## config.mk

```make
export PLATFORM = sky130hd
export DESIGN_NAME = char_lcd_4bit_refresh_controller
export DESIGN_NICKNAME = d
export VERILOG_FILES = /design/src/design/lcd4_pkg.sv /design/src/design/lcd4_ctrl.sv /design/src/design/lcd4_dp.sv /design/src/design/char_lcd_4bit_refresh_controller.sv
export SDC_FILE = /design/constraint.sdc
export NUM_CORES = 1
export LEC_CHECK = 0
export BUFFER_PORTS_ARGS = -buffer_cell sky130_fd_sc_hd__buf_2
export CORE_ASPECT_RATIO = 0.75
export CORE_MARGIN = 2
export CORE_UTILIZATION = 48
export DETAILED_ROUTE_END_ITERATION = 16
export GPL_TIMING_DRIVEN = 0
export PLACE_DENSITY = 0.63
export SYNTH_ARGS = -nofsm -noshare
export SYNTH_HDL_FRONTEND = slang
export SYNTH_HIERARCHICAL = 1
export SYNTH_SLANG_ARGS = --single-unit
```

## constraint.sdc

```tcl
create_clock -name clk -period 4.7 [get_ports clk]
set_clock_uncertainty 0.15 [all_clocks]
set_input_delay 0.94 -clock clk [delete_from_list [all_inputs] [get_ports clk]]
set_output_delay 0.94 -clock clk [all_outputs]
set_load 0.05 [all_outputs]
```

## src/design/lcd4_pkg.sv

```systemverilog
// Shared types, command codes and timing constants for the 4-bit character LCD controller.
`timescale 1ns / 1ps
`default_nettype none

package lcd4_pkg;

    // Defaults for the frame geometry of a 16x2 panel
    localparam int FRAME_CHARS_DEF = 32;
    localparam int ROW_CHARS_DEF   = 16;

    localparam int        TPM_W       = 16;
    localparam int        WAIT_W      = 22;
    localparam logic [TPM_W-1:0] TPM_RESET = 16'd1000;
    localparam int        INIT_WAIT_MS = 50;
    localparam int        INIT_STEPS   = 7;

    // Panel command bytes
    localparam logic [7:0] CMD_CLEAR       = 8'h01;
    localparam logic [7:0] CMD_ENTRY_MODE  = 8'h06;
    localparam logic [7:0] CMD_DISPLAY_OFF = 8'h08;
    localparam logic [7:0] CMD_DISPLAY_ON  = 8'h0C;
    localparam logic [7:0] CMD_CURSOR_ON   = 8'h0F;
    localparam logic [7:0] CMD_FUNC_4BIT   = 8'h28;
    localparam logic [7:0] CMD_SET_ADDR    = 8'h80;
    localparam logic [7:0] CMD_ROW2        = 8'hC0;
    localparam logic [7:0] NIBBLE_WAKE     = 8'h20;

    // Phases of one byte on the bus
    localparam logic [2:0] PH_RS     = 3'd0;
    localparam logic [2:0] PH_HI_ON  = 3'd1;
    localparam logic [2:0] PH_HI_OFF = 3'd2;
    localparam logic [2:0] PH_LO_ON  = 3'd3;
    localparam logic [2:0] PH_LO_OFF = 3'd4;
    localparam logic [2:0] PH_HOLD   = 3'd5;

    typedef enum logic [2:0] {
        FN_TICK     = 3'd0,
        FN_CHAR     = 3'd1,
        FN_COMMIT   = 3'd2,
        FN_INIT     = 3'd3,
        FN_CUR_SHOW = 3'd4,
        FN_CUR_HIDE = 3'd5,
        FN_CUR_MOVE = 3'd6
    } func_t;

    typedef enum logic [1:0] {
        JOB_IDLE   = 2'd0,
        JOB_INIT   = 2'd1,
        JOB_REDRAW = 2'd2,
        JOB_SINGLE = 2'd3
    } job_t;

    typedef enum logic [2:0] {
        K_END    = 3'd0,
        K_CMD    = 3'd1,
        K_DATA   = 3'd2,
        K_WAIT   = 3'd3,
        K_NIBBLE = 3'd4
    } kind_t;

    typedef enum logic [1:0] {
        CS_IDLE = 2'd0,
        CS_CMP  = 2'd1,
        CS_EXEC = 2'd2
    } ctrl_state_t;

    typedef struct packed {
        logic       rs;
        logic       en;
        logic [3:0] nib;
    } pin_t;

    typedef struct packed {
        kind_t      kind;
        logic [7:0] b;
    } elem_t;

    typedef struct packed {
        logic load;
        logic cmp_step;
        logic exec;
    } ctrl_cmd_t;

    typedef struct packed {
        logic commit_go;
        logic cmp_last;
    } ctrl_status_t;

    function automatic logic [7:0] init_cmd(input logic [2:0] idx);
        logic [7:0] r;
        case (idx)
            3'd0:    r = CMD_DISPLAY_OFF;
            3'd1:    r = CMD_FUNC_4BIT;
            3'd2:    r = CMD_CLEAR;
            3'd3:    r = CMD_ENTRY_MODE;
            3'd4:    r = CMD_DISPLAY_ON;
            default: r = 8'h00;
        endcase
        return r;
    endfunction

    function automatic logic [2:0] first_phase(input kind_t k);
        return (k == K_NIBBLE) ? PH_HI_ON : PH_RS;
    endfunction

    function automatic logic [2:0] last_phase(input kind_t k);
        logic [2:0] r;
        case (k)
            K_CMD:    r = PH_HOLD;
            K_DATA:   r = PH_LO_OFF;
            K_NIBBLE: r = PH_HI_OFF;
            default:  r = PH_RS;
        endcase
        return r;
    endfunction

    // Pin levels after one phase of a bus element
    function automatic pin_t perform(input kind_t k, input logic [2:0] ph,
                                     input logic [7:0] b, input pin_t cur);
        pin_t r;
        r = cur;
        if (k != K_WAIT) begin
            case (ph)
                PH_RS:
                begin
                    r.rs = (k == K_DATA);
                end
                PH_HI_ON:
                begin
                    r.en  = 1'b1;
                    r.nib = b[7:4];
                end
                PH_LO_ON:
                begin
                    r.en  = 1'b1;
                    r.nib = b[3:0];
                end
                PH_HI_OFF, PH_LO_OFF:
                begin
                    r.en = 1'b0;
                end
                default:
                begin
                    r = cur;
                end
            endcase
        end
        return r;
    endfunction

endpackage

`default_nettype wire

```

## src/design/lcd4_ctrl.sv

```systemverilog
// Sequencing FSM: takes a transaction, compares frames on an idle commit, executes, strobes done.
`timescale 1ns / 1ps
`default_nettype none

module lcd4_ctrl (
    input  wire                      clk,
    input  wire                      rst_n,
    input  wire                      start,
    input  lcd4_pkg::ctrl_status_t   st,
    output lcd4_pkg::ctrl_cmd_t      cmd,
    output logic                     busy,
    output logic                     done
);
    import lcd4_pkg::*;

    ctrl_state_t state_reg, state_next;
    logic        done_reg, done_next;

    always_comb
    begin
        state_next = state_reg;
        case (state_reg)
            CS_IDLE:
            begin
                if (start) begin
                    state_next = st.commit_go ? CS_CMP : CS_EXEC;
                end
            end
            CS_CMP:
            begin
                if (st.cmp_last) begin
                    state_next = CS_EXEC;
                end
            end
            CS_EXEC:
            begin
                state_next = CS_IDLE;
            end
            default:
            begin
                state_next = CS_IDLE;
            end
        endcase
    end

    always_comb
    begin
        cmd.load     = (state_reg == CS_IDLE) && start;
        cmd.cmp_step = (state_reg == CS_CMP);
        cmd.exec     = (state_reg == CS_EXEC);
        busy         = (state_reg != CS_IDLE);
        done_next    = (state_reg == CS_EXEC);
        done         = done_reg;
    end

    always_ff @(posedge clk or negedge rst_n)
    begin
        if (!rst_n) begin
            state_reg <= CS_IDLE;
            done_reg  <= 1'b0;
        end else begin
            state_reg <= state_next;
            done_reg  <= done_next;
        end
    end

    a_cmp_holds: assert property (@(posedge clk) disable iff (!rst_n)
        (state_reg == CS_CMP) && !st.cmp_last |=> (state_reg == CS_CMP))
        else $error("compare sweep left early");

    a_plain_exec: assert property (@(posedge clk) disable iff (!rst_n)
        start && !busy && !st.commit_go |=> (state_reg == CS_EXEC))
        else $error("transaction did not go straight to execute");

    a_done_gap: assert property (@(posedge clk) disable iff (!rst_n)
        done |=> !done)
        else $error("done strobed in back-to-back cycles");

endmodule

`default_nettype wire

```

## src/design/lcd4_dp.sv

```systemverilog
// Datapath: frame stores, compare sweep, bus sequencer registers and millisecond wait counter.
`timescale 1ns / 1ps
`default_nettype none

module lcd4_dp #(
    parameter int FRAME_CHARS = lcd4_pkg::FRAME_CHARS_DEF,
    parameter int ROW_CHARS   = lcd4_pkg::ROW_CHARS_DEF
) (
    input  wire                      clk,
    input  wire                      rst_n,
    input  lcd4_pkg::ctrl_cmd_t      cmd,
    output lcd4_pkg::ctrl_status_t   st,
    input  wire [2:0]                func,
    input  wire [4:0]                position,
    input  wire [7:0]                value,
    input  wire                      cfg_we,
    input  wire [15:0]               cfg_wdata,
    output logic                     rs_level,
    output logic                     enable_level,
    output logic [3:0]               bus_nibble,
    output logic                     busy_res,
    output logic                     rejected
);
    import lcd4_pkg::*;

    localparam int AW = $clog2(FRAME_CHARS);
    localparam int CW = $clog2(FRAME_CHARS + 1);
    localparam int SW = $clog2(FRAME_CHARS + 3);

    // Latched transaction
    logic [2:0] func_reg;
    logic [4:0] pos_reg;
    logic [7:0] val_reg;

    logic [TPM_W-1:0]  tpm_reg;
    pin_t              pins_reg, pins_next;
    job_t              job_reg, job_next;
    logic [SW-1:0]     step_reg, step_next;
    logic [2:0]        phase_reg, phase_next;
    logic [WAIT_W-1:0] wait_reg, wait_next;
    logic [7:0]        scmd_reg, scmd_next;
    logic              rej_reg, rej_next;
    logic [CW-1:0]     cnt_reg, cnt_next;
    logic              diff_reg, diff_next;

    // Frame stores
    logic [7:0]             pend_mem [FRAME_CHARS];
    logic [7:0]             shown_mem [FRAME_CHARS];
    logic [FRAME_CHARS-1:0] pend_valid;
    logic [FRAME_CHARS-1:0] shown_valid;
    logic [7:0]             pend_q, shown_q;
    logic                   pend_vq, shown_vq;
    logic [7:0]             pend_d, shown_d;
    logic [AW-1:0]          cmp_raddr, shown_raddr, redraw_idx;
    logic signed [SW+1:0]   rdr_k;

    logic          pend_we, shown_we, shown_clear;
    logic [AW-1:0] pend_waddr, shown_waddr;
    logic [7:0]    shown_wdata;

    logic              job_busy, start_job, do_advance;
    job_t              new_job, ent_job;
    logic [7:0]        new_cmd;
    logic [SW-1:0]     ent_step;
    logic [2:0]        ent_ph, phase_inc;
    logic [WAIT_W-1:0] wait_dec;
    elem_t             cur, ent;

    function automatic elem_t elem_at(input job_t j, input logic [SW-1:0] s,
                                      input logic [7:0] scmd, input logic [7:0] mb);
        elem_t e;
        int    k;
        e.kind = K_END;
        e.b    = 8'h00;
        k      = int'(s) - 1;
        case (j)
            JOB_INIT:
            begin
                if (s == '0) begin
                    e.kind = K_WAIT;
                end else if (int'(s) == 1) begin
                    e.kind = K_NIBBLE;
                    e.b    = NIBBLE_WAKE;
                end else if (int'(s) < INIT_STEPS) begin
                    e.kind = K_CMD;
                    e.b    = init_cmd(3'(int'(s) - 2));
                end
            end
            JOB_SINGLE:
            begin
                if (s == '0) begin
                    e.kind = K_CMD;
                    e.b    = scmd;
                end
            end
            JOB_REDRAW:
            begin
                if (s == '0) begin
                    e.kind = K_CMD;
                    e.b    = CMD_CLEAR;
                end else if (ROW_CHARS < FRAME_CHARS && k == ROW_CHARS) begin
                    e.kind = K_CMD;
                    e.b    = CMD_ROW2;
                end else begin
                    if (ROW_CHARS < FRAME_CHARS && k > ROW_CHARS) begin
                        k = k - 1;
                    end
                    if (k < FRAME_CHARS) begin
                        e.kind = K_DATA;
                        e.b    = mb;
                    end
                end
            end
            default:
            begin
                e.kind = K_END;
            end
        endcase
        return e;
    endfunction

    function automatic logic [WAIT_W-1:0] wait_for(input kind_t k, input logic [TPM_W-1:0] t);
        logic [WAIT_W-1:0] r;
        if (k == K_WAIT) begin
            r = WAIT_W'(t) * WAIT_W'(INIT_WAIT_MS);
        end else begin
            r = WAIT_W'(t);
        end
        return r;
    endfunction

    // Character index of the redraw data element at the current step
    always_comb
    begin
        rdr_k = (SW + 2)'($signed({2'b00, step_reg}) - 1);
        if (ROW_CHARS < FRAME_CHARS && rdr_k > (SW + 2)'(ROW_CHARS)) begin
            rdr_k = (SW + 2)'(rdr_k - 1);
        end
        if (rdr_k >= 0 && rdr_k < (SW + 2)'(FRAME_CHARS)) begin
            redraw_idx = AW'(rdr_k);
        end else begin
            redraw_idx = '0;
        end
    end

    assign cmp_raddr   = (cnt_reg < CW'(FRAME_CHARS)) ? AW'(cnt_reg) : '0;
    assign shown_raddr = cmd.cmp_step ? cmp_raddr : redraw_idx;
    assign pend_d      = pend_q & {8{pend_vq}};
    assign shown_d     = shown_q & {8{shown_vq}};

    assign job_busy     = (job_reg != JOB_IDLE);
    assign st.commit_go = (func == FN_COMMIT) && !job_busy;
    assign st.cmp_last  = (cnt_reg == CW'(FRAME_CHARS));

    // Compare sweep: read entry n, compare and copy it in the cycle after
    always_comb
    begin
        cnt_next    = cnt_reg;
        diff_next   = diff_reg;
        shown_we    = 1'b0;
        shown_waddr = AW'(cnt_reg - CW'(1));
        shown_wdata = pend_d;
        if (cmd.load) begin
            cnt_next  = '0;
            diff_next = 1'b0;
        end else if (cmd.cmp_step) begin
            if (cnt_reg != '0) begin
                shown_we = 1'b1;
                if (pend_d != shown_d) begin
                    diff_next = 1'b1;
                end
            end
            if (!st.cmp_last) begin
                cnt_next = cnt_reg + CW'(1);
            end
        end
    end

    assign pend_we     = cmd.exec && (func_reg == FN_CHAR) && (32'(pos_reg) < FRAME_CHARS);
    assign pend_waddr  = AW'(pos_reg);
    assign shown_clear = cmd.exec && (func_reg == FN_INIT) && !job_busy;

    assign wait_dec  = (wait_reg != '0) ? wait_reg - WAIT_W'(1) : '0;
    assign phase_inc = phase_reg + 3'd1;
    assign cur       = elem_at(job_reg, step_reg, scmd_reg, shown_d);

    always_comb
    begin
        start_job  = 1'b0;
        do_advance = 1'b0;
        new_job    = JOB_IDLE;
        new_cmd    = scmd_reg;
        rej_next   = rej_reg;
        pins_next  = pins_reg;
        job_next   = job_reg;
        step_next  = step_reg;
        phase_next = phase_reg;
        wait_next  = wait_reg;
        scmd_next  = scmd_reg;

        if (cmd.exec) begin
            rej_next = 1'b0;
            case (func_reg)
                FN_TICK:
                begin
                    if (job_busy) begin
                        wait_next = wait_dec;
                        if (wait_dec == '0) begin
                            if (cur.kind != K_END && phase_reg < last_phase(cur.kind)) begin
                                phase_next = phase_inc;
                                pins_next  = perform(cur.kind, phase_inc, cur.b, pins_reg);
                                wait_next  = wait_for(cur.kind, tpm_reg);
                            end else begin
                                do_advance = 1'b1;
                            end
                        end
                    end
                end
                FN_COMMIT:
                begin
                    if (job_busy) begin
                        rej_next = 1'b1;
                    end else if (diff_reg) begin
                        start_job = 1'b1;
                        new_job   = JOB_REDRAW;
                    end
                end
                FN_INIT:
                begin
                    if (job_busy) begin
                        rej_next = 1'b1;
                    end else begin
                        start_job = 1'b1;
                        new_job   = JOB_INIT;
                    end
                end
                FN_CUR_SHOW, FN_CUR_HIDE, FN_CUR_MOVE:
                begin
                    if (job_busy) begin
                        rej_next = 1'b1;
                    end else begin
                        start_job = 1'b1;
                        new_job   = JOB_SINGLE;
                        if (func_reg == FN_CUR_SHOW) begin
                            new_cmd = CMD_CURSOR_ON;
                        end else if (func_reg == FN_CUR_HIDE) begin
                            new_cmd = CMD_DISPLAY_ON;
                        end else begin
                            new_cmd = CMD_SET_ADDR + val_reg;
                        end
                    end
                end
                default:
                begin
                    rej_next = 1'b0;
                end
            endcase
        end

        if (start_job || do_advance) begin
            job_next  = ent_job;
            step_next = ent_step;
            scmd_next = new_cmd;
            if (ent.kind == K_END) begin
                job_next   = JOB_IDLE;
                step_next  = '0;
                phase_next = PH_RS;
                wait_next  = '0;
            end else begin
                phase_next = ent_ph;
                pins_next  = perform(ent.kind, ent_ph, ent.b, pins_reg);
                wait_next  = wait_for(ent.kind, tpm_reg);
            end
        end
    end

    // Element entered on a job start or on stepping past the last phase
    assign ent_job  = start_job ? new_job : job_reg;
    assign ent_step = start_job ? '0 : step_reg + SW'(1);
    assign ent      = elem_at(ent_job, ent_step, new_cmd, 8'h00);
    assign ent_ph   = first_phase(ent.kind);

    always_ff @(posedge clk)
    begin
        if (cmd.load) begin
            func_reg <= func;
            pos_reg  <= position;
            val_reg  <= value;
        end
    end

    always_ff @(posedge clk)
    begin
        if (pend_we) begin
            pend_mem[pend_waddr] <= val_reg;
        end
        pend_q <= pend_mem[cmp_raddr];
    end

    always_ff @(posedge clk)
    begin
        if (shown_we) begin
            shown_mem[shown_waddr] <= shown_wdata;
        end
        shown_q <= shown_mem[shown_raddr];
    end

    always_ff @(posedge clk or negedge rst_n)
    begin
        if (!rst_n) begin
            pend_valid  <= '0;
            shown_valid <= '0;
            pend_vq     <= 1'b0;
            shown_vq    <= 1'b0;
        end else begin
            if (pend_we) begin
                pend_valid[pend_waddr] <= 1'b1;
            end
            if (shown_clear) begin
                shown_valid <= '0;
            end else if (shown_we) begin
                shown_valid[shown_waddr] <= 1'b1;
            end
            pend_vq  <= pend_valid[cmp_raddr];
            shown_vq <= shown_valid[shown_raddr];
        end
    end

    always_ff @(posedge clk or negedge rst_n)
    begin
        if (!rst_n) begin
            tpm_reg   <= TPM_RESET;
            pins_reg  <= '0;
            job_reg   <= JOB_IDLE;
            step_reg  <= '0;
            phase_reg <= PH_RS;
            wait_reg  <= '0;
            scmd_reg  <= '0;
            rej_reg   <= 1'b0;
            cnt_reg   <= '0;
            diff_reg  <= 1'b0;
        end else begin
            if (cfg_we) begin
                // a zero rate would stall forever; treat it as one
                tpm_reg <= (cfg_wdata == '0) ? TPM_W'(1) : cfg_wdata;
            end
            pins_reg  <= pins_next;
            job_reg   <= job_next;
            step_reg  <= step_next;
            phase_reg <= phase_next;
            wait_reg  <= wait_next;
            scmd_reg  <= scmd_next;
            rej_reg   <= rej_next;
            cnt_reg   <= cnt_next;
            diff_reg  <= diff_next;
        end
    end

    assign rs_level     = pins_reg.rs;
    assign enable_level = pins_reg.en;
    assign bus_nibble   = pins_reg.nib;
    assign busy_res     = job_busy;
    assign rejected     = rej_reg;

    a_en_in_job: assert property (@(posedge clk) disable iff (!rst_n)
        pins_reg.en |-> job_busy)
        else $error("enable high with no job running");

    a_wait_live: assert property (@(posedge clk) disable iff (!rst_n)
        job_busy |-> (wait_reg != '0))
        else $error("job running with an empty wait counter");

    a_idle_clean: assert property (@(posedge clk) disable iff (!rst_n)
        !job_busy |-> (step_reg == '0) && (phase_reg == PH_RS))
        else $error("idle sequencer left step or phase set");

    a_reject_keeps: assert property (@(posedge clk) disable iff (!rst_n)
        cmd.exec && rej_next |=> (job_reg == $past(job_reg)) && $stable(pins_reg))
        else $error("rejected transaction changed the sequencer");

endmodule

`default_nettype wire

```

## src/design/char_lcd_4bit_refresh_controller.sv

```systemverilog
// Top level of the 4-bit character LCD controller: state machine plus datapath.
//
// Usage:
//   Drive func/position/value and pulse start; a transaction is taken on a
//   rising edge with start high and busy low. Every transaction gives one
//   result: done is high for exactly one cycle with rs_level, enable_level,
//   bus_nibble, busy_res and rejected valid. The receiver cannot stall.
// Sequencing:
//   Every transaction passes through the execute state and the done register,
//   with a new one accepted in the done cycle. A commit that is not rejected
//   first walks the FRAME_CHARS stored characters through the read ports of
//   both frame stores, one per cycle, before it executes.
// Timing on the panel side is counted in tick transactions: each pin change
//   waits ticks_per_ms ticks per millisecond; the init sequence waits 50 ms first.
// Configuration: cfg_we with cfg_wdata writes ticks_per_ms (zero reads as
//   one); write it only while no transaction is in flight.
// Reset: asynchronous rst_n clears pins, job state and both frames
//   (ticks_per_ms returns to 1000); no clearing sweep is needed.
`timescale 1ns / 1ps
`default_nettype none

module char_lcd_4bit_refresh_controller #(
    parameter int FRAME_CHARS = lcd4_pkg::FRAME_CHARS_DEF,
    parameter int ROW_CHARS   = lcd4_pkg::ROW_CHARS_DEF
) (
    input  wire        clk,
    input  wire        rst_n,
    input  wire        start,
    output logic       busy,
    input  wire [2:0]  func,
    input  wire [4:0]  position,
    input  wire [7:0]  value,
    input  wire        cfg_we,
    input  wire [15:0] cfg_wdata,
    output logic       done,
    output logic       rs_level,
    output logic       enable_level,
    output logic [3:0] bus_nibble,
    output logic       busy_res,
    output logic       rejected
);
    import lcd4_pkg::*;

    ctrl_cmd_t    cmd;
    ctrl_status_t st;

    lcd4_ctrl u_ctrl (
        .clk   (clk),
        .rst_n (rst_n),
        .start (start),
        .st    (st),
        .cmd   (cmd),
        .busy  (busy),
        .done  (done)
    );

    lcd4_dp #(
        .FRAME_CHARS (FRAME_CHARS),
        .ROW_CHARS   (ROW_CHARS)
    ) u_dp (
        .clk          (clk),
        .rst_n        (rst_n),
        .cmd          (cmd),
        .st           (st),
        .func         (func),
        .position     (position),
        .value        (value),
        .cfg_we       (cfg_we),
        .cfg_wdata    (cfg_wdata),
        .rs_level     (rs_level),
        .enable_level (enable_level),
        .bus_nibble   (bus_nibble),
        .busy_res     (busy_res),
        .rejected     (rejected)
    );

endmodule

`default_nettype wire

```

Word-level counts from Yosys, hierarchy flattened. Memories as Yosys holds them, arrays and structs flattened. A register that Yosys moved wholly into a read port is not among the register bits. Index checks and enable logic that the tools add are counted.

Register bits after elaboration: 156. Bits in writable memories: 512. Input port bits: 36. Word-level logic and storage cells: 290. Memories kept: 2.

Memory list: u_dp.pend_mem (words 32, bits a word 8, read ports 1, clocked after Yosys merged registers in 1, wr ports 1, line lcd4_dp.sv:47) `logic [7:0] pend_mem [FRAME_CHARS];`; u_dp.shown_mem (words 32, bits a word 8, read ports 1, clocked after Yosys merged registers in 1, wr ports 1, line lcd4_dp.sv:48) `logic [7:0] shown_mem [FRAME_CHARS];`.

$add $sub $neg: 13. $mul: 1. Magnitude comparators: 17. Equal/unequal tests: 53. Mux-type cells: 128. Bitwise operators: 4. Reduce and logical (&&, ||, !) cells: 51.

Operators with widths (count): 2-to-1 mux 32 bit (10); 2-to-1 mux 22 bit (10); 2-to-1 mux 6 bit (14); less-than comparator 32 x 7 -> 1 bit, second input constant (2); 2-to-1 mux 8 bit (8); OR 32 bit (2); case mux 6 bit (5 select lines) (2); case mux 8 bit (3 select lines) (2); equality test 3 x 2 -> 1 bit, second input constant (15); 2-to-1 mux 11 bit (4); 2-to-1 mux 10 bit (4); 2-to-1 mux 3 bit (13); 2-to-1 mux 9 bit (4); equality test 32 x 6 -> 1 bit, second input constant (1); > comparator 32 x 6 -> 1 bit, second input constant (1); subtractor 32 x 2 -> 32 bit, second input constant (1); 2-to-1 mux 1 bit (30); equality test 3 bit, second input constant (9); case mux 3 bit (3 select lines) (3); less-than comparator 5 x 6 -> 1 bit, second input constant (4); zero test 22 bit (1); nonzero test 2 bit (11); nonzero test 22 bit (1); subtractor 22 x 1 -> 22 bit, second input constant (1); other kinds (52) (114).

Logic depth before layout (Yosys ltp). Gate-level depths: netlist of run 1.

Word-level depth: 27. Mapped depth: 22. Mapped depth without buffers: 19.

Modules after synthesis. The synthesis of run 1 kept the hierarchy.

Modules (own cells, without submodules): lcd4_dp (instances 1, cells an instance 2285, area each 31223.7 um^2, seq. area each 19611.3 um^2); lcd4_ctrl (instances 1, cells an instance 14, area each 156.4 um^2, seq. area each 75.1 um^2).

Worst setup path after synthesis of run 1. OpenSTA, ideal clock, no wires.

Path type: register to register. Start: register u_dp.step_reg[0]. End: register u_dp.pins_reg (netlist bit u_dp/bus_nibble[1]). Setup time: 126 ps. Data arrival time: 4475 ps. Setup slack: -51 ps. Cell stages (with the launch flop): 20. Buffers on the path: 2. Path through: dfrtp_1 buf_2 clkbuf_1 inv_1 ha_1 nor3b_2 xnor2_1 nor3b_1 o21ai_0 ha_1 a2111o_1 a21oi_1 nor2_1 ha_1 o21a_1 o41a_1 a211oi_4 nand3_4 or4_4 a221o_1.

Longest elaborated chain between the ends: 27. Elaborated cells between the ends (all ways): 98.

RTL lines: from (decl) (line lcd4_dp.sv:38) `logic [SW-1:0] step_reg, step_next;`; from (signal assigned) (line lcd4_dp.sv:349) `step_reg <= step_next;`; subtractor 6 x 1 -> 7 bit (line lcd4_dp.sv:75) `k = int'(s) - 1;`; subtractor 7 x 2 -> 8 bit / > comparator 7 x 6 -> 1 bit (equally long branches) (line lcd4_dp.sv:106, lcd4_dp.sv:105); 2-to-1 mux 32 bit (line lcd4_dp.sv:105) `if (ROW_CHARS < FRAME_CHARS && k > ROW_CHARS) begin`; 2-to-1 mux 32 bit (line lcd4_dp.sv:101) `end else if (ROW_CHARS < FRAME_CHARS && k == ROW_CHARS) begin`; 2-to-1 mux 32 bit (line lcd4_dp.sv:98) `if (s == '0) begin`; 2-to-1 mux 32 bit (line lcd4_dp.sv:76) `case (j)`; less-than comparator 32 x 7 -> 1 bit (line lcd4_dp.sv:108) `if (k < FRAME_CHARS) begin`; 2-to-1 mux 10 bit (line lcd4_dp.sv:108); [11 not listed]; 2-to-1 mux 1 bit (line lcd4_dp.sv:209) `if (cur.kind != K_END && phase_reg < last_phase(cur.kind)) begin`; 2-to-1 mux 1 bit (line lcd4_dp.sv:208) `if (wait_dec == '0) begin`; 2-to-1 mux 1 bit (line lcd4_dp.sv:206) `if (job_busy) begin`; 2-to-1 mux 1 bit (line lcd4_dp.sv:203) `case (func_reg)`; 2-to-1 mux 1 bit (line lcd4_dp.sv:201) `if (cmd.exec) begin`; logical OR 1 bit (line lcd4_dp.sv:260) `if (start_job || do_advance) begin`; inequality test 4 bit (no line) / inequality test 3 bit (equally long branches); AND reduction 2 bit (no line); to (signal assigned) (line lcd4_dp.sv:347) `pins_reg <= pins_next;`; to (decl) (line lcd4_dp.sv:36) `pin_t pins_reg, pins_next;`.

Several ways; a longest one is shown, not always the timed one. The select of a mux whose other input is x is not followed. A chain may end at the register's enable or synchronous reset.

Worst setup path after layout of run 1. Same ends and word-level chain as after synthesis.

==> key figures, run 1 <==
Clock network
  – Clock buffers created by TritonCTS: 70
  – CTS tree: done
  – Clock Latency Late Sink: 620 ps
  – Sink Count: a little under 700
  – Clock slew at reported path FFs: 60 ps
  – Htree depth: 3
  – Hold_buf cts: 0
  – Clk buf depth: 3
  – Clock root cell: clkbuf_16

Flow run
  – Max Cap Viol: 0

Synthesis
  – Synth Register Bits: 684
  – Distinct cells, synth: 98
  – Synth Instances: 2299
  – Post-synth EDFFs: between 500 and 600
  – Top_reg_cell synth: edfxtp_1
  – Mapped cell area: 0.03138 mm^2
  – Yosys top cell area share: between 50 and 60%
  – Syn avg cell area: 13.65 um^2
  – Fraction of registers with async set/reset: 20.47%
  – Synth warnings: 6
  – Top post-synthesis cells by area: edfxtp_1, dfrtp_1, mux2i_1
  – Seq/Total Area, Yosys: 62.74%
  – Synth area leader: edfxtp_1
  – Syn nets: 2424

Final layout
  – Area of the multi-input gates: approximately 0.011 mm^2
  – Layout cells sized above 1: approximately 15%
  – Most frequent cells in the layout: edfxtp_1, mux2i_1, nor2_1, dfrtp_1, nand2_1
  – Storage cell area: 0.01969 mm^2
  – Area growth syn-to-layout: 13.16%
  – Commonest non-fill, non-tap cell in the layout: edfxtp_1
  – Fillers: around 5300
  – Largest regs: u_dp/pend_mem: 256 flops, u_dp/shown_mem: 256 flops
  – Number of nets in the layout: 2560
  – Post-route cell area: about 0.036 mm^2

STA
  – Fmax: roughly 210 MHz
  – # setup viols final: 0
  – Endpoints failing hold: 0
  – Fin crit share: between 90 and 100%
  – Relative slew slack: 4.176%
  – Max Transition Viols Final: 0
  – Minimum clock period: 4663 ps
  – Slew @ Worst Pin: 1437 ps
  – Setup_tns: 0 ps
  – RSZ-0062 raised after global routing: yes

Routing
  – Initial drt markers: 2163
  – Final WL: between 70000 and 80000 um
  – Antenna Nets Post-Route: 0
  – Wirelength per Cell: 23.36 um
  – Vias per cell: between 6 and 7
  – Via count: just over 20000
  – Pre-antenna DRT Iters: 5
  – DR DRC count: 0

Worst setup path
  – Required time worst endpoint: 5050 ps
  – Worst Path Arrival: 5020 ps
  – Crit Path Category: flip-flop to flip-flop
  – CP cell instances: buf_6, buf_12, clkinv_8, ha_4, nor3b_4, xnor2_2, nor3b_2, o21ai_1, ha_2, a2111o_1, a21oi_4, nor2_1, ha_1, o21a_1, o41a_1, a211oi_4, nand3_4, or4_4, a221o_1
  – Worst r2r path cells: 19
  – Slowest CP cell: or4_4
  – Crit end category: flip-flop
  – R2r setup slk: around 37 ps
  – Worst r2r src: u_dp/step_reg[0]
  – Startpoint Class: flip-flop
  – CP Max Fanout: 4
  – Largest stage delay, worst path: 570 ps
  – R2R Path End: u_dp/bus_nibble[1]

Power
  – Maximum VDD drop: 0.0002834 V
  – Total power: 0.01504 W
  – Cell area power density: ~420 mW/mm^2
  – Lkg Pwr: 13.70 nW

Global route
  – First-pass GRT wire length: 118500 um
  – GRT Total Usage: between 20% and 30%
  – Largest net degree at the start of global routing: 93
  – Grt total ovfl: 0
  – Initial antenna violation count: 3
  – Vias in the first global route: between 15000 and 20000

Placed design
  – Post-DP Area: about 0.033 mm^2
  – DPL Wire Length: roughly 53000 um
  – Buffers on Ports: 44
  – Routability cong.: 0.9177

Hold path
  – Hold WC Path Type: input pin to async pin

Floorplan
  – Ports: 46
  – Num rows: roughly 80
  – Die ar.: roughly 0.067 mm^2
  – Starting Density: between 40 and 50%
  – Die height: 225.4 um
  – Core area: 0.06496 mm^2
  – Die width: 299.2 um

Outcome
  – Status: finished clean
## cell families (layout without fill, tap and decap cells)
group	count (synthesis)	after routing	synth area share [%]
muxes	294	294	10.84
and+or+nand+nor	545	545	8.716
other	0	2	0
DFF	684	684	62.74
buffers and inverters	203	396	2.687
xor gates and xnor gates	46	46	1.308
adders and majority gates	89	89	3.812
AOI/OAI and AO/OA	438	438	9.900
## layer usage
metal / vias to the layer above / wire length, um / GRT usage, %
li1: 9099 / - / -
met1: 10240 / 36640 / 35.72
met2: 772 / 33310 / 32.94
met3: 126 / 7108 / 6.140
met4: 2 / 1552 / 5.532
met5: - / 17 / 0
## metrics by stage
stage	instances	worst slack, ps	utilization (%)	hold slack (ps)
2_1_floorplan	2299	55.32	-	283.7
3_3_place_gp	3214	-1070	50.32	296.0
3_5_place_dp	3215	-1145	50.38	299.1
4_1_cts	3349	21.29	54.20	149.4
5_1_grt	3363	-95.24	54.65	171.1
6_report	3365	37.36	54.66	160.6
## critical path: cells and delay by family (launching register included)
kind	cells	cell delay [ps]
AOI/OAI and AO/OA	7	1660
and+or+nand+nor	5	1220
adders and majority gates	3	630
DFF	1	390
buffers and inverters	3	290
xor gates and xnor gates	1	180
## layout make-up
class / instances / share of cell area (%)
sequential: 684 / 55.44
multi-input combinational: 1412 / 31.25
clock buffer: 98 / 5.462
tap: 871 / 3.069
buffer: 112 / 1.677
timing repair buffer: 66 / 1.251
inverter: 89 / 0.9760
clock inverter: 31 / 0.8633
antenna: 2 / 0.01409
## synth_stat cells (all sizes together), types with 36 or more instances
cell    instances
edfxtp        528
inv            88
o21ai          84
o21a           39
ha             78
a21oi          37
a211oi         44
buf            58
nand2         124
nand3          62
clkbuf         56
mux4           36
o22ai          58
nor2          151
dfrtp         134
mux2i         251
a22oi          75
or2            38
## how the worst max path moves through the flow
stage	slack, ps	cells past startpoint	from	end
floorplan	60	19	u_dp/step_reg[0]	u_dp/bus_nibble[1]
global placement	-1070	19	u_dp/step_reg[0]	u_dp/shown_q[2]
detailed placement	-1140	19	u_dp/step_reg[0]	u_dp/shown_q[2]
CTS	20	19	u_dp/step_reg[0]	u_dp/shown_q[2]
global route	-100	19	u_dp/step_reg[0]	u_dp/bus_nibble[1]
finish	40	19	u_dp/step_reg[0]	u_dp/bus_nibble[1]
## what timing repair did
item,in CTS,in global routing
pin swaps,7,18
endpoints found under the setup margin,48,45
setup buffers,6,15
resized for setup,52,42
## power breakdown
part	switching [W]	internal (W)
registers	0.000295	0.00679
logic	0.00149	0.00102
clock network	0.00232	0.00313
total	0.00410	0.0109
Note: power is estimated with default switching activity, not from simulation.
==> inputs of run 2 (changes only) <==
- BUFFER_PORTS_ARGS: -buffer_cell sky130_fd_sc_hd__buf_2 -> default
- DONT_BUFFER_PORTS: default -> 1
- PLACE_DENSITY: 0.63 -> 0.62
==> run 2 against run 1 <==
Clock power hardly changed. Sequential share of layout area is 0.17 points higher. Global-route usage is 0.21 points higher.
==> key figures, run 2 (same netlist as run 1, synthesis figures left out) <==
Global route
  – Largest net degree at the start of global routing: 141 (was 93)
  – Grt total ovfl: 0 (unchanged)
  – Vias in the first global route: 19400 (was 19370)
  – First-pass GRT wire length: 119800 um (was 118500 um)
  – GRT Total Usage: 23.51% (was 23.31%)
  – Initial antenna violation count: 0 (was 3)

Power
  – Maximum VDD drop: 0.0003476 V (was 0.0002834 V)
  – Cell area power density: 425.3 mW/mm^2 (was 423.6 mW/mm^2)
  – Lkg Pwr: 13.56 nW (was 13.70 nW)
  – Total power: 0.01506 W (was 0.01504 W)

Clock network
  – Clock root cell: clkbuf_16 (unchanged)
  – Clk buf depth: 3 (unchanged)
  – Clock buffers created by TritonCTS: 69 (was 70)
  – Sink Count: 684 (unchanged)
  – CTS tree: done (unchanged)
  – Clock Latency Late Sink: 620 ps (about the same)
  – Htree depth: 3 (unchanged)
  – Clock slew at reported path FFs: 60 ps (about the same)

Floorplan
  – Core area: 0.06496 mm^2 (unchanged)
  – Ports: 46 (unchanged)
  – Num rows: 81 (unchanged)
  – Die ar.: 0.06746 mm^2 (unchanged)
  – Die width: 299.2 um (unchanged)
  – Starting Density: 48.30% (unchanged)
  – Die height: 225.4 um (unchanged)

STA
  – RSZ-0062 raised after global routing: yes (unchanged)
  – # setup viols final: 0 (unchanged)
  – Minimum clock period: 4657 ps (was 4663 ps)
  – Final Hold Slack: 166.0 ps (was 160.6 ps)
  – Fin crit share: 99.08% (was 99.21%)
  – Endpoints failing hold: 0 (unchanged)
  – Setup slack after layout: 43.22 ps (was 37.36 ps)
  – Max Transition Viols Final: 0 (unchanged)
  – Relative slew slack: 7.939% (was 4.176%)
  – Slew @ Worst Pin: 1381 ps (was 1437 ps)
  – Fmax: 214.7 MHz (was 214.5 MHz)

Final layout
  – Layout cells sized above 1: 13.94% (was 14.69%)
  – Number of nets in the layout: 2522 (was 2560)
  – Storage cell area: 0.01969 mm^2 (about the same)
  – Commonest non-fill, non-tap cell in the layout: edfxtp_1 (unchanged)
  – Area of the multi-input gates: 0.01113 mm^2 (was 0.01110 mm^2)
  – # diodes: 0 (was 2)
  – Post-Layout Cell Count: 3324 (was 3365)
  – Most frequent cells in the layout: edfxtp_1, mux2i_1, dfrtp_1, nor2_1, nand2_1 (was edfxtp_1, mux2i_1, nor2_1, dfrtp_1, nand2_1)
  – Largest regs: u_dp/pend_mem: 256 flops, u_dp/shown_mem: 256 flops (unchanged)
  – Fillers: 5259 (was 5271)
  – Area growth syn-to-layout: 12.82% (was 13.16%)

Worst setup path
  – Worst Path Arrival: 5010 ps (was 5020 ps)
  – Crit end category: flip-flop (unchanged)
  – Worst r2r path cells: 19 (unchanged)
  – Required time worst endpoint: 5050 ps (about the same)
  – CP Max Fanout: 10 (was 4)
  – Worst r2r src: u_dp/step_reg[0] (unchanged)
  – R2r setup slk: 40 ps (about the same)
  – Startpoint Class: flip-flop (unchanged)
  – Crit Path Category: flip-flop to flip-flop (unchanged)
  – R2R Path End: u_dp/bus_nibble[1] (unchanged)

Placed design
  – Placed Instances: 3171 (was 3215)
  – Pre-CTS setup slack: -1335 ps (was -1145 ps)
  – DPL Wire Length: 53350 um (was 52810 um)
  – Buffers on Ports: 0 (was 44)
  – Routability cong.: 0.9296 (was 0.9177)

Routing
  – Initial drt markers: 2279 (was 2163)
  – Pre-antenna DRT Iters: 6 (was 5)
  – Vias per cell: 6.023 (was 6.015)
  – Wirelength per Cell: 23.96 um (was 23.36 um)
  – DR DRC count: 0 (unchanged)
  – Via count: 20020 (was 20240)
  – Antenna Nets Post-Route: 0 (unchanged)
  – Final WL: 79640 um (was 78620 um)

Outcome
  – Status: finished clean (unchanged)

Flow run
  – Max Cap Viol: 0 (unchanged)

Hold path
  – Hold WC Path Type: input pin to async pin (unchanged)
-- run 2: cell types whose count changed in the layout (fill, tap and decap cells not counted), moves of 4 or more --
cell | previous run | this run
buf_2 | 61 | 20
nor2_2 | 2 | 17
nor2_1 | 145 | 131
buf_4 | 33 | 38
clkbuf_1 | 70 | 66
clkbuf_8 | 4 | 8
-- run 2: what timing repair did --
action                                 4_1_cts  5_1_grt
endpoints found under the hold margin      140        0
hold buffers                                 1        0
gates resized for setup                     55       52
pin swaps                                    7       12
setup endpoints to repair                   48      108
gates cloned                                 0        2
setup buffers                                4       22
-- run 2: metrics by stage --
step	util (%)	setup TNS, ps	instance area, um^2
final	54.50	0	35400
after floorplan	-	0	31380
after detailed placement	50.03	-35130	32500
after global placement	49.98	-31790	32470
after global routing	54.50	-332.9	35400
after CTS	53.92	0	35030
-- run 2: worst max path at each step --
stage	from	to	slack (ps)
detailed placement	u_dp/step_reg[0]	u_dp/shown_q[2]	-1340
CTS	u_dp/step_reg[0]	u_dp/wait_reg[4]	4
finish	u_dp/step_reg[0]	u_dp/bus_nibble[1]	40
floorplan	u_dp/step_reg[0]	u_dp/bus_nibble[1]	60
global route	u_dp/step_reg[0]	u_dp/bus_nibble[1]	-40
global placement	u_dp/step_reg[0]	u_dp/shown_q[2]	-1250
-- run 2: critical path, stage by stage, from the launching register on --
cell	delay, ps
dfrtp_2	440
buf_8	160
inv_8	70
ha_4	160
nor3b_4	260
xnor2_2	190
nor3b_2	220
o21ai_1	80
ha_2	200
a2111o_1	430
a21oi_4	190
nor2_2	60
ha_1	260
o21a_1	110
o41a_1	150
a211oi_4	370
buf_12	150
nand3_4	90
or4_4	450
a221o_1	340
-- run 2: area by class of cell --
| type | count | share of cell area [%] |
|---|---|---|
| Clock buffer | 95 | 5.379 |
| Clock inverter | 32 | 1.046 |
| Timing Repair Buffer | 30 | 0.8411 |
| Sequential cell | 684 | 55.61 |
| Tap cell | 871 | 3.078 |
| Multi-Input combinational cell | 1413 | 31.43 |
| Buffer | 110 | 1.647 |
| Inverter | 89 | 0.9648 |
-- run 2: where the power goes --
group | switching [W] | leakage [nW] | total, W | internal (W)
logic | 0.00143 | 5.60 | 0.00245 | 0.00102
registers | 0.000368 | 6.85 | 0.00716 | 0.00679
clock network | 0.00235 | 1.10 | 0.00545 | 0.00310
-- run 2: metal layers --
metal	GRT usage, %	routed length, um	vias up
li1	-	-	9020
met5	0	0	-
met3	4.704	6780	110
met2	33.99	34280	769
met4	5.177	1517	0
met1	36.55	37070	10120
==> inputs of run 3 (changes only) <==
- CTS_BUF_LIST: default -> sky130_fd_sc_hd__clkbuf_8
==> run 3 against run 2 <==
Utilization about the same. Non-clock buffer count is 2 higher. Clock power down 4.2%. First-iteration DRC count shrank 4.5%. Final cell count rose by 2.3%. Critical path type unchanged. Largest cell class unchanged.
==> key figures, run 3 (same netlist as run 1, synthesis figures left out) <==
STA
  – # setup viols final: 0 (unchanged)
  – Relative slew slack: 8.152% (was 7.939%)
  – Final Hold Slack: 27.44 ps (was 166.0 ps)
  – RSZ-0062 raised after global routing: yes (unchanged)
  – Slew @ Worst Pin: 1378 ps (was 1381 ps)
  – Setup slack after layout: 96.06 ps (was 43.22 ps)
  – Fin crit share: 97.96% (was 99.08%)
  – Max Transition Viols Final: 0 (unchanged)
  – Endpoints failing hold: 0 (unchanged)
  – Minimum clock period: 4604 ps (was 4657 ps)
  – Setup_tns: 0 ps (unchanged)
  – Fmax: 217.2 MHz (was 214.7 MHz)

Power
  – Maximum VDD drop: 0.0003379 V (was 0.0003476 V)
  – Net Sw Frac: 28.21% (was 27.52%)
  – Cell area power density: 417.6 mW/mm^2 (was 425.3 mW/mm^2)
  – Power share of the sequential group: 48.4% (was 47.5%)
  – Switch Pwr: 0.004173 W (was 0.004145 W)
  – Clock power frac: 35.3% (was 36.2%)
  – Combinational Power Share: 16.3% (about the same)
  – P_int: 0.01062 W (was 0.01091 W)
  – Lkg Pwr: 13.76 nW (was 13.56 nW)

Placed design
  – Pre-CTS setup slack: -1335 ps (unchanged)
  – DPL Wire Length: 53350 um (unchanged)
  – Routability cong.: 0.9296 (unchanged)
  – Buffers on Ports: 0 (unchanged)

Final layout
  – Commonest non-fill, non-tap cell in the layout: edfxtp_1 (unchanged)
  – Layout cells sized above 1: 15.39% (was 13.94%)
  – Largest regs: u_dp/pend_mem: 256 flops, u_dp/shown_mem: 256 flops (unchanged)
  – Most frequent cells in the layout: edfxtp_1, mux2i_1, nor2_1, dfrtp_1, nand2_1 (was edfxtp_1, mux2i_1, dfrtp_1, nor2_1, nand2_1)
  – Number of nets in the layout: 2560 (was 2522)
  – Area growth syn-to-layout: 12.88% (was 12.82%)
  – Fillers: 5297 (was 5259)

Clock network
  – Htree depth: 3 (unchanged)
  – Clock slew at reported path FFs: 70 ps (was 60 ps)
  – Clk buf depth: 3 (unchanged)
  – Sink Count: 684 (unchanged)
  – Clock buffers created by TritonCTS: 106 (was 69)
  – CTS tree: done (unchanged)
  – Clock Latency Late Sink: 740 ps (was 620 ps)
  – Clock root cell: clkbuf_8 (was clkbuf_16)

Floorplan
  – Die width: 299.2 um (unchanged)
  – Core area: 0.06496 mm^2 (unchanged)
  – Die height: 225.4 um (unchanged)
  – Num rows: 81 (unchanged)
  – Die ar.: 0.06746 mm^2 (unchanged)
  – Starting Density: 48.30% (unchanged)
  – Ports: 46 (unchanged)

Outcome
  – Status: finished clean (unchanged)

Global route
  – First-pass GRT wire length: 120400 um (was 119800 um)
  – Initial antenna violation count: 2 (was 0)
  – Largest net degree at the start of global routing: 141 (unchanged)
  – Vias in the first global route: 19670 (was 19400)
  – Grt total ovfl: 0 (unchanged)
  – GRT Total Usage: 23.75% (was 23.51%)

Flow run
  – Max Cap Viol: 0 (unchanged)

Routing
  – Initial drt markers: 2176 (was 2279)
  – Antenna Nets Post-Route: 0 (unchanged)
  – Via count: 20180 (was 20020)
  – Final WL: 80200 um (was 79640 um)
  – DR DRC count: 0 (unchanged)
  – Vias per cell: 5.936 (was 6.023)
  – Pre-antenna DRT Iters: 5 (was 6)
  – Wirelength per Cell: 23.59 um (was 23.96 um)

Worst setup path
  – Most common cell on crit path: mux2i_1
  – Worst Path Arrival: 4960 ps (was 5010 ps)
  – Crit end category: flip-flop (unchanged)
  – Crit Path Category: flip-flop to flip-flop (unchanged)
  – Slowest CP cell: buf_2 (was or4_4)
  – Required time worst endpoint: 5060 ps (was 5050 ps)
  – CP cell instances: buf_4, buf_6, inv_6, ha_4, or3b_4, nor2_4, inv_2, o21ai_1, ha_2, nor2b_4, nand4_1, mux2i_1, nor2_2, buf_4, buf_2, mux2i_1, mux2i_1, a22oi_1, nand4_1 (was buf_8, inv_8, ha_4, nor3b_4, xnor2_2, nor3b_2, o21ai_1, ha_2, a2111o_1, a21oi_4, nor2_2, ha_1, o21a_1, o41a_1, a211oi_4, buf_12, nand3_4, or4_4, a221o_1)
  – Largest stage delay, worst path: 430 ps (was 450 ps)
  – CP Max Fanout: 10 (unchanged)
  – Startpoint Class: flip-flop (unchanged)

Hold path
  – Hold WC Path Type: input pin to async pin (unchanged)
==> run 3: changes by cell type in the layout (fill, tap and decap cells not counted), sizes merged <==
cell,change
clkbuf,+25
clkinv,+1
buf,+3
clkinvlp,+2
o22ai,-1
bufinv,+4
diode,+1
inv,+41
==> run 3: timing repair <==
action	in CTS	in global routing
pin swaps	9	12
hold buffers	1	0
endpoints found under the hold margin	140	0
endpoints found under the setup margin	48	146
gates resized for setup	58	45
cloned	1	0
setup buffers	8	19
==> run 3: critical path, delay by kind of cell (launching register included) <==
| kind | cells | cell delay [ps] |
|---|---|---|
| buffers and inverters | 6 | 1210 |
| AND/OR/NAND/NOR | 6 | 1360 |
| AO/OA/AOI/OAI | 2 | 350 |
| flip-flops | 1 | 380 |
| multiplexers | 3 | 500 |
| adder cells (fa/ha/maj) | 2 | 460 |
==> run 3: worst paths after layout <==
kind	end	from	depth (start not counted)	slack [ps]
max in group asynchronous	u_dp/pend_valid[7]	rst_n	1	3680
worst min-delay path	u_dp/tpm_reg[15]	rst_n	1	30
worst max register to register	u_dp/shown_q[5]	u_dp/step_reg[0]	19	100
worst max-delay path	u_dp/shown_q[5]	u_dp/step_reg[0]	19	100
worst min register to register	u_dp/pend_valid[28]	u_dp/pend_valid[28]	1	310
min in group clk	u_dp/func_reg[2]	func[2]	0	140
==> run 3: per-stage QoR <==
stage          cell area [um^2]  std cells  util [%]  total power [W]
5_1_grt                   35420       3400     54.53          0.01544
3_3_place_gp              32470       3170     49.98         0.009508
2_1_floorplan             31380       2299         -         0.008953
3_5_place_dp              32500       3171     50.03         0.009587
4_1_cts                   35060       3381     53.98          0.01487
6_report                  35420       3400     54.53          0.01479
==> run 3: power groups by stage <==
stage	Combinational, W	Sequential, W	Clock (W)
6_report	0.00242	0.00715	0.00522
5_1_grt	0.00265	0.00719	0.00560
4_1_cts	0.00237	0.00715	0.00535
3_5_place_dp	0.00232	0.00727	0
3_3_place_gp	0.00226	0.00725	0
2_1_floorplan	0.00181	0.00715	0
==> run 3: final cells by class <==
type	instances	area, um^2	area share (%)
timing repair buffer	30	335.3	0.9466
buffer	112	595.6	1.681
multi-input combinational	1412	11120	31.38
tap	871	1090	3.077
sequential	684	19690	55.58
clock inverter	80	593.1	1.674
antenna	1	2.502	0.007064
inverter	89	339.1	0.9572
clock buffer	121	1665	4.701
==> run 3: metal layers <==
metal | GRT usage [%] | up-vias | share of wire, %
met4 | 5.323 | 2 | 1.7
met2 | 34.21 | 834 | 43
met1 | 35.60 | 10120 | 46
li1 | - | 9116 | -
met5 | 0 | - | 0.022
met3 | 6.777 | 109 | 9.4
